`src/rtl/core/wfa_ram.sv`:
```
// Generic simple dual-port RAM, one write and one registered read port.
// No dependencies.
`timescale 1ns / 1ps

module wfa_ram #(
  parameter int WIDTH = 8,
  parameter int DEPTH = 16,
  parameter int AW    = (DEPTH > 1) ? $clog2(DEPTH) : 1
) (
  input  logic             clk,
  input  logic             we,
  input  logic [AW-1:0]    waddr,
  input  logic [WIDTH-1:0] wdata,
  input  logic [AW-1:0]    raddr,
  output logic [WIDTH-1:0] rdata
);

  logic [WIDTH-1:0] mem [DEPTH];

  always_ff @(posedge clk) begin
    if (we) begin
      mem[waddr] <= wdata;
    end
    rdata <= mem[raddr];
  end

endmodule

```
`config.mk`:
```
export PLATFORM = sky130hd
export DESIGN_NAME = wfa_ram
export DESIGN_NICKNAME = d
export VERILOG_FILES = /design/src/rtl/core/wfa_ram.sv
export SDC_FILE = /design/constraint.sdc
export NUM_CORES = 1
export LEC_CHECK = 0
export ABC_AREA = 1
export BUFFER_PORTS_ARGS = -buffer_cell sky130_fd_sc_hd__clkbuf_2
export CORE_ASPECT_RATIO = 0.9
export CORE_UTILIZATION = 43
export CTS_CLUSTER_DIAMETER = 200
export DETAILED_ROUTE_END_ITERATION = 7
export PLACE_DENSITY = 0.7
export SETUP_SLACK_MARGIN = 0.1
export SLEW_MARGIN = 5
export SYNTH_ARGS = -nofsm -noshare
export SYNTH_HDL_FRONTEND = slang
export SYNTH_SLANG_ARGS = --single-unit
```
`constraint.sdc`:
```
create_clock -name clk -period 1.1 [get_ports clk]
set_input_delay 0.11 -clock clk [delete_from_list [all_inputs] [get_ports clk]]
set_output_delay 0.11 -clock clk [all_outputs]
set_load 0.05 [all_outputs]
```
After elaboration in Yosys (flattened, before gate mapping)
Memories as Yosys holds them, arrays and structs flattened. A register that Yosys moved wholly into a read port is not among the register bits.
Index checks and enable logic that the tools add are counted.
{"block": "classes", "n_mux": 2}
{"cell": "1-bit two-way mux", "count": 2}
{"block": "totals", "register_bits": 0, "mem_bits_rw": 128, "in_bits": 18, "out_inout_bits": 8, "elab_cells": 3, "n_memories": 1}
{"name": "mem", "words": 16, "width": 8, "rd": 1, "rd_clocked_by_memory_dff": 1, "wr": 1, "line": "18", "text": "logic [WIDTH-1:0] mem [DEPTH];"}

Depth between registers and ports, before layout
Gate-level depths: netlist (run 1).
{"block": "depth", "word_depth": 2, "mapped_depth": 8, "ltp_nobuf": 7}

Worst setup path after synthesis (run 1)
Ideal clock, no wire load.
{"block": "synth_timing", "kind": "input to register", "start": "in waddr[3]", "end": "mem mem[4][0], enable pin", "setup_ns": 0.370, "arrival_ns": 0.691, "t_required_ns": 0.730, "slack_ns": 0.039, "stages": 2, "path_buffers": 0, "path_cell_list": "nand3b_1 nor2_1"}
{"element": "start: declaration", "line": "12", "text": "input logic [AW-1:0] waddr,"}
{"element": "end: declaration", "line": "18"}
No word-level cell before the write port.

Worst setup path in the final report (run 1)
{"block": "layout_timing", "start": "reg rdata[4], read port of mem", "end": "out rdata[4]"}
{"element": "start: declaration", "line": "15", "text": "output logic [WIDTH-1:0] rdata"}
No word-level cell between the ends.

==> PnR_summary.wiki, run 1 <==
{| class="wikitable"
! Metric !! Value
|-
| Result of the run || finished, final reports clean
|-
| Final number of hold-violating endpoints || 0
|-
| Worst slew margin relative to its limit || 0.700
|-
| Mean instance size in the synthesized netlist || 10.5 µm²
|-
| Worst slack, placed || -0.133 ns
|-
| Maximum number of pins on one net before global-route repair || 33
|-
| #FFs+latches synth || 136
|-
| Dominant cells by area after synthesis || edfxtp_1 (67%), nand2_1 (11%), nand3_1 (8.4%)
|-
| Portion of the clock cycle consumed by the worst path in the final layout || 0.961
|-
| Std-Cell Rows || 39
|-
| P&R area growth vs syn || 24.1%
|-
| Post-synthesis instance area || 5770 µm²
|-
| Register share of total power || 0.461
|-
| Startpoint-to-endpoint class of the critical path || register to primary output
|-
| Critical path buffer and inverter count || 1
|-
| Fraction of final layout cells sized beyond drive strength 1 || 0.210
|-
| Max H-tree Level || 4
|-
| Chip Height || 112 µm
|-
| GR Util All Layers || 0.210
|-
| Post-route ant nets || 0
|-
| Power Dens Cells || 1780 nW/µm²
|-
| Post-synth top area cell || edfxtp_1
|-
| Via count of the first global-routing pass || 3850
|-
| Final design instance area without fill || 7160 µm²
|-
| Internal Dissipation || 0.0100 W
|-
| Clock Sink Count || 136
|-
| HPWL after detailed placement || 8140 µm
|-
| Max Cap Violations || 0
|-
| Count of placed standard cells in the final layout, fillers left out || 777
|-
| Effective utilization at floorplan || 0.448
|-
| Via count || 3934
|-
| Proportion of synthesized chip area in sequential cells || 0.694
|-
| Final Wtd Congestion || 0.814
|-
| Worst-case vdd ir drop || 1290 µV
|-
| Comb pwr share || 0.080
|-
| Fin worst setup slack || 0.0425 ns
|-
| Transition time at the pin with the least slew margin || 0.450 ns
|-
| Port buffer count || 25
|-
| Unrepaired setup endpoints after global routing || yes
|-
| Critical Path Sink Type || primary output
|-
| Total routed wirelength || 13200 µm
|-
| Max-slew violations || 0
|-
| Delay of the slowest critical-path stage || 0.38 ns
|-
| Distinct cell type count after synthesis || 12
|-
| CP max stage cell || dfxtp_2
|-
| WL per Instance || 17.0 µm
|-
| Area of the core || 12900 µm²
|-
| Post-Synthesis Net Count || 569
|-
| Setup-violating endpoint count in the final report || 0
|-
| Antenna fix cells || 0
|-
| First-pass GRT wire length || 20700 µm
|-
| DRC viols || 0
|-
| DP Cell Count || 745
|-
| Fraction of power consumed by the clock network || 0.459
|-
| Utilization after layout || 0.555
|-
| Fraction of post-synthesis cell area in the top cell type by area || 0.667
|-
| Kind of start point of the critical path || register
|-
| Overflow after GRT || 0
|-
| Num ports || 26
|-
| TritonCTS Buffers || 17
|-
| Peak fanout along the critical path || 1
|-
| Layout filler cell count || 1049
|-
| Clock tree buffer depth || 2
|-
| 1st-pass router iterations || 5
|-
| Clock skew || 0.00750 ns
|-
| Arrival time worst endpoint || 0.95 ns
|-
| Die ar. || 13900 µm²
|-
| Switching power total || 0.00270 W
|-
| Clock insertion delay at the later pin of the skew report || 0.41 ns
|-
| Initial antenna violation count || 0
|-
| Leakage power summed over all cells || 3.11 nW
|-
| Warning count from the yosys run || 0
|-
| Clk pin slew, worst setup/hold paths || 0.06 ns
|-
| Master cell of the clock root buffer || clkbuf_16
|-
| Placed cell area || 6270 µm²
|-
| CTS tree || done
|-
| Top cell family by delay on the critical path || flip-flops
|-
| F_max || 946 MHz
|-
| Average vias per placed instance || 5.06
|-
| Clock period minus final worst setup slack || 1.06 ns
|-
| Count of nets after finishing || 618
|-
| 1st-iter DRT viols || 427
|-
| Sequence of cells on the critical path || buf_8
|-
| Die span in x || 124 µm
|-
| Required arrival time at the worst endpoint || 0.99 ns
|-
| Switching portion of total power || 0.212
|-
| Worst min path class || input pin to register
|-
| Post-synthesis cell count || 551
|}
[timing repair]
action | CTS | global route
resized for setup | 32 | 32
pin swaps | 0 | 14
endpoints found under the setup margin | 11 | 16
hold buffers | 0 | 0
setup buffers | 0 | 0
hold endpoints to repair | 0 | 0
[cells in the mapped netlist]
master	number
buf_1	1
buf_2	13
buf_4	4
buf_6	6
dfxtp_1	8
edfxtp_1	128
inv_1	100
inv_2	2
nand2_1	173
nand3_1	97
nand3b_1	2
nor2_1	17
[sequential cells by signal, indices dropped and copies added, names as in the netlist]
register / cells
mem: 128
rdata: 8
[cell type report]
| type | instances | area, µm² | share of cell area |
|---|---|---|---|
| flip-flops and latches | 136 | 4020 | 0.562 |
| repair buffers | 54 | 566 | 0.0790 |
| clock buffers | 24 | 502 | 0.0701 |
| multi-input cells | 289 | 1360 | 0.191 |
| clock inverters | 8 | 118 | 0.0164 |
| well taps | 164 | 205 | 0.0287 |
| inverters | 102 | 383 | 0.0535 |
[power groups by stage]
stage	Clock [W]	Sequential, W	Combinational [W]
3_3_place_gp	0	0.00594	0.000860
5_1_grt	0.00612	0.00587	0.00110
6_report	0.00583	0.00586	0.00102
3_5_place_dp	0	0.00594	0.000878
2_1_floorplan	0	0.00605	0.000412
4_1_cts	0.00589	0.00586	0.000968
[cell usage in the layout (no fill, tap or decap), types with 6 or more instances in the layout]
cell type	Yosys	final
nand3_2	0	26
nand3_1	97	71
nand2_1	173	170
inv_1	100	99
buf_4	4	20
clkbuf_2	0	17
dfxtp_2	0	6
edfxtp_1	128	128
nor2_1	17	12
clkbuf_16	0	20
buf_12	0	9
[kinds of logic (layout without fill, tap and decap cells)]
group                  count (synthesis)  in the layout  synth area share
DFF                                  136            136             0.694
and+or+nand+nor                      289            289             0.210
buffers and inverters                126            188            0.0952
[layer usage]
layer | vias to the layer above | GRT usage | routed length [µm]
met1 | 1870 | 0.301 | 5600
met5 | - | 0 | 0
met2 | 166 | 0.300 | 6240
met3 | 30 | 0.0548 | 1090
met4 | 0 | 0.0929 | 303
li1 | 1868 | - | -
[worst paths after layout]
check | from | to | slack (ns) | cells after the start
worst min register to register | mem[10][5] | rdata[5] | 0.66 | 6
worst min-delay path | raddr[3] | rdata[5] | 0.15 | 4
worst max-delay path | rdata[4] | rdata[4] | 0.04 | 1
worst max register to register | mem[5][5] | rdata[5] | 0.14 | 6
[stage by stage]
stage	hold slack, ns	total power [W]	TNS, ns
6_report	0.151	0.0127	0
5_1_grt	0.163	0.0131	0
4_1_cts	0.153	0.0127	0
3_5_place_dp	0.585	0.00682	-2.16
3_3_place_gp	0.589	0.00680	-0.446
2_1_floorplan	0.209	0.00646	0
No activity file was read; power rests on OpenSTA's default activity.
==> inputs of run 2 (changes only) <==
CORE_MARGIN = 1.5   (was not set)
==> PnR_summary.wiki, run 2 (synthesis gave the netlist of run 1 again) <==
{| class="wikitable"
! Metric !! Value
|-
| Die ar. || 14100 µm² (+1.7%)
|-
| CTS tree || done
|-
| Via count || 3892 (-1.1%)
|-
| Chip Height || 113 µm (+0.89%)
|-
| Sum of internal, switching and leakage power || 0.0124 W (-2.6%)
|-
| Placed cell area || 6230 µm² (-0.76%)
|-
| Master cell of the clock root buffer || clkbuf_16
|-
| Via count of the first global-routing pass || 3769 (-2.1%)
|-
| 1st-iter DRT viols || 313 (-27%)
|-
| Peak fanout along the critical path || 1 (unchanged)
|-
| Unrepaired setup endpoints after global routing || yes
|-
| Critical Path Sink Type || primary output
|-
| TritonCTS Buffers || 17 (unchanged)
|-
| Final Wtd Congestion || 0.849 (+4.4%)
|-
| Routed metal-1 wirelength || 5830 µm (+4.1%)
|-
| Highest routing layer actually used || met4
|-
| Number of flip-flops under the largest register name || 128 (unchanged)
|-
| Required arrival time at the worst endpoint || 0.99 ns (about the same)
|-
| Clock insertion delay at the later pin of the skew report || 0.42 ns (about the same)
|-
| Count of placed standard cells in the final layout, fillers left out || 774 (-0.39%)
|-
| Die span in x || 125 µm (+0.81%)
|-
| Worst slew margin relative to its limit || 0.682 (-0.0182)
|-
| Std-Cell Rows || 39 (unchanged)
|-
| Startpoint-to-endpoint class of the critical path || register to primary output
|-
| Register bank with the most flops || mem
|-
| Portion of the clock cycle consumed by the worst path in the final layout || 0.956 (-0.00525)
|-
| Accumulated negative setup slack || 0 ns (unchanged)
|-
| Top cell family by delay on the critical path || flip-flops
|-
| WL per Instance || 16.8 µm (-1.4%)
|-
| Fraction of final layout cells sized beyond drive strength 1 || 0.211 (+0.00103)
|-
| Worst min path class || input pin to register
|-
| Final number of hold-violating endpoints || 0 (unchanged)
|-
| Port buffer count || 25 (unchanged)
|-
| Count of nets after finishing || 615 (-0.49%)
|-
| Clock tree buffer depth || 2 (unchanged)
|-
| Maximum number of pins on one net before global-route repair || 54 (+64%)
|-
| Largest registers in the final layout || mem (128), rdata (8)
|-
| Power Dens Cells || 1740 nW/µm² (-2.0%)
|-
| Arrival time worst endpoint || 0.94 ns (about the same)
|-
| F_max || 951 MHz (+0.55%)
|-
| Met2 wire length || 6090 µm (-2.4%)
|-
| Post-route ant nets || 0 (unchanged)
|-
| Max H-tree Level || 4 (unchanged)
|-
| GR Util All Layers || 0.193 (-0.0168)
|-
| Transition time at the pin with the least slew margin || 0.477 ns (+0.0273 ns)
|-
| Max-slew violations || 0 (unchanged)
|-
| Effective utilization at floorplan || 0.448 (unchanged)
|-
| CP max stage cell || dfxtp_4
|-
| P&R area growth vs syn || 23.3%
|-
| Worst-case vdd ir drop || 1240 µV (-3.7%)
|-
| Clock skew || 0.00905 ns (+0.00155 ns)
|-
| Most used cells in the layout excluding fill and tap cells || nand2_1 (172), edfxtp_1 (128), inv_1 (100), nand3_1 (67), nand3_2 (30)
|-
| Max Cap Violations || 0 (unchanged)
|-
| Num ports || 26 (unchanged)
|-
| First-pass GRT wire length || 20300 µm (-2.2%)
|-
| DP Cell Count || 742 (-0.40%)
|-
| Initial antenna violation count || 0 (unchanged)
|-
| DRC viols || 0 (unchanged)
|-
| Clock Sink Count || 136 (unchanged)
|-
| Final design instance area without fill || 7110 µm² (-0.65%)
|-
| Commonest non-fill, non-tap cell in the layout || nand2_1
|-
| Clock period minus final worst setup slack || 1.05 ns (-0.00577 ns)
|-
| Met3 wire len || 789 µm (-28%)
|-
| Delay of the slowest critical-path stage || 0.36 ns (-0.02 ns)
|-
| Result of the run || finished, final reports clean
|-
| Overflow after GRT || 0 (unchanged)
|-
| Total routed wirelength || 13000 µm (-1.8%)
|-
| 1st-pass router iterations || 4 (-1)
|-
| Sequence of cells on the critical path || clkbuf_16
|-
| Clk pin slew, worst setup/hold paths || 0.06 ns (about the same)
|-
| Number of buffers inserted by hold repair at cts || 0 (unchanged)
|-
| HPWL after detailed placement || 8100 µm (-0.47%)
|-
| Antenna fix cells || 0 (unchanged)
|-
| Average vias per placed instance || 5.03 (-0.68%)
|-
| Leakage power summed over all cells || 3.07 nW (-1.0%)
|-
| Area of the core || 12900 µm² (unchanged)
|-
| Critical path buffer and inverter count || 1 (unchanged)
|-
| Post-CTS setup buffers || 0 (unchanged)
|-
| Kind of start point of the critical path || register
|-
| Setup-violating endpoint count in the final report || 0 (unchanged)
|}
## run 2: changes by cell type in the layout (fill, tap and decap cells not counted), sizes merged
cell	before	now
inv	102	105
buf	34	28
bufinv	3	2
clkbuf	44	40
clkinv	4	5
clkinvlp	1	5
## run 2: path summary, 6_finish.rpt
check	slack (ns)	from	depth (start not counted)	endpoint
setup / recovery	0.05	rdata[0]	1	rdata[0]
hold / removal	0.09	raddr[3]	3	rdata[0]
setup reg to reg	0.10	mem[0][7]	6	rdata[7]
hold reg to reg	0.68	mem[10][0]	6	rdata[0]
## run 2: what timing repair did
| action | in CTS | in global routing |
|---|---|---|
| gates resized for setup | 34 | 30 |
| endpoints found under the hold margin | 0 | 0 |
| setup endpoints to repair | 11 | 15 |
| pin swaps | 0 | 8 |
## run 2: per-layer routing
layer,GRT usage,up-vias
li1,-,1862
met3,0.0511,24
met4,0.0871,0
met1,0.269,1878
met2,0.287,128
met5,0,-
## run 2: final cells by class
class	instances	area, µm²
fillers	1092	5770
repair buffers	51	548
flip-flops and latches	136	4020
clock inverters	15	153
inverters	102	383
well taps	164	205
multi-input cells	289	1380
clock buffers	17	425
## run 2: where the power goes
group          switching, W  total (W)  internal [W]
Clock               0.00217    0.00551       0.00333
Combinational      0.000653    0.00102      0.000369
Sequential        0.0000500    0.00585       0.00580
## run 2: metrics by stage
stage	util	hold slack, ns	setup WS (ns)
2_1_floorplan	-	0.209	0.0392
3_3_place_gp	0.483	0.527	-0.0689
3_5_place_dp	0.483	0.524	-0.0682
4_1_cts	0.541	0.0824	0.0269
5_1_grt	0.552	0.118	0.0215
6_report	0.552	0.0904	0.0483
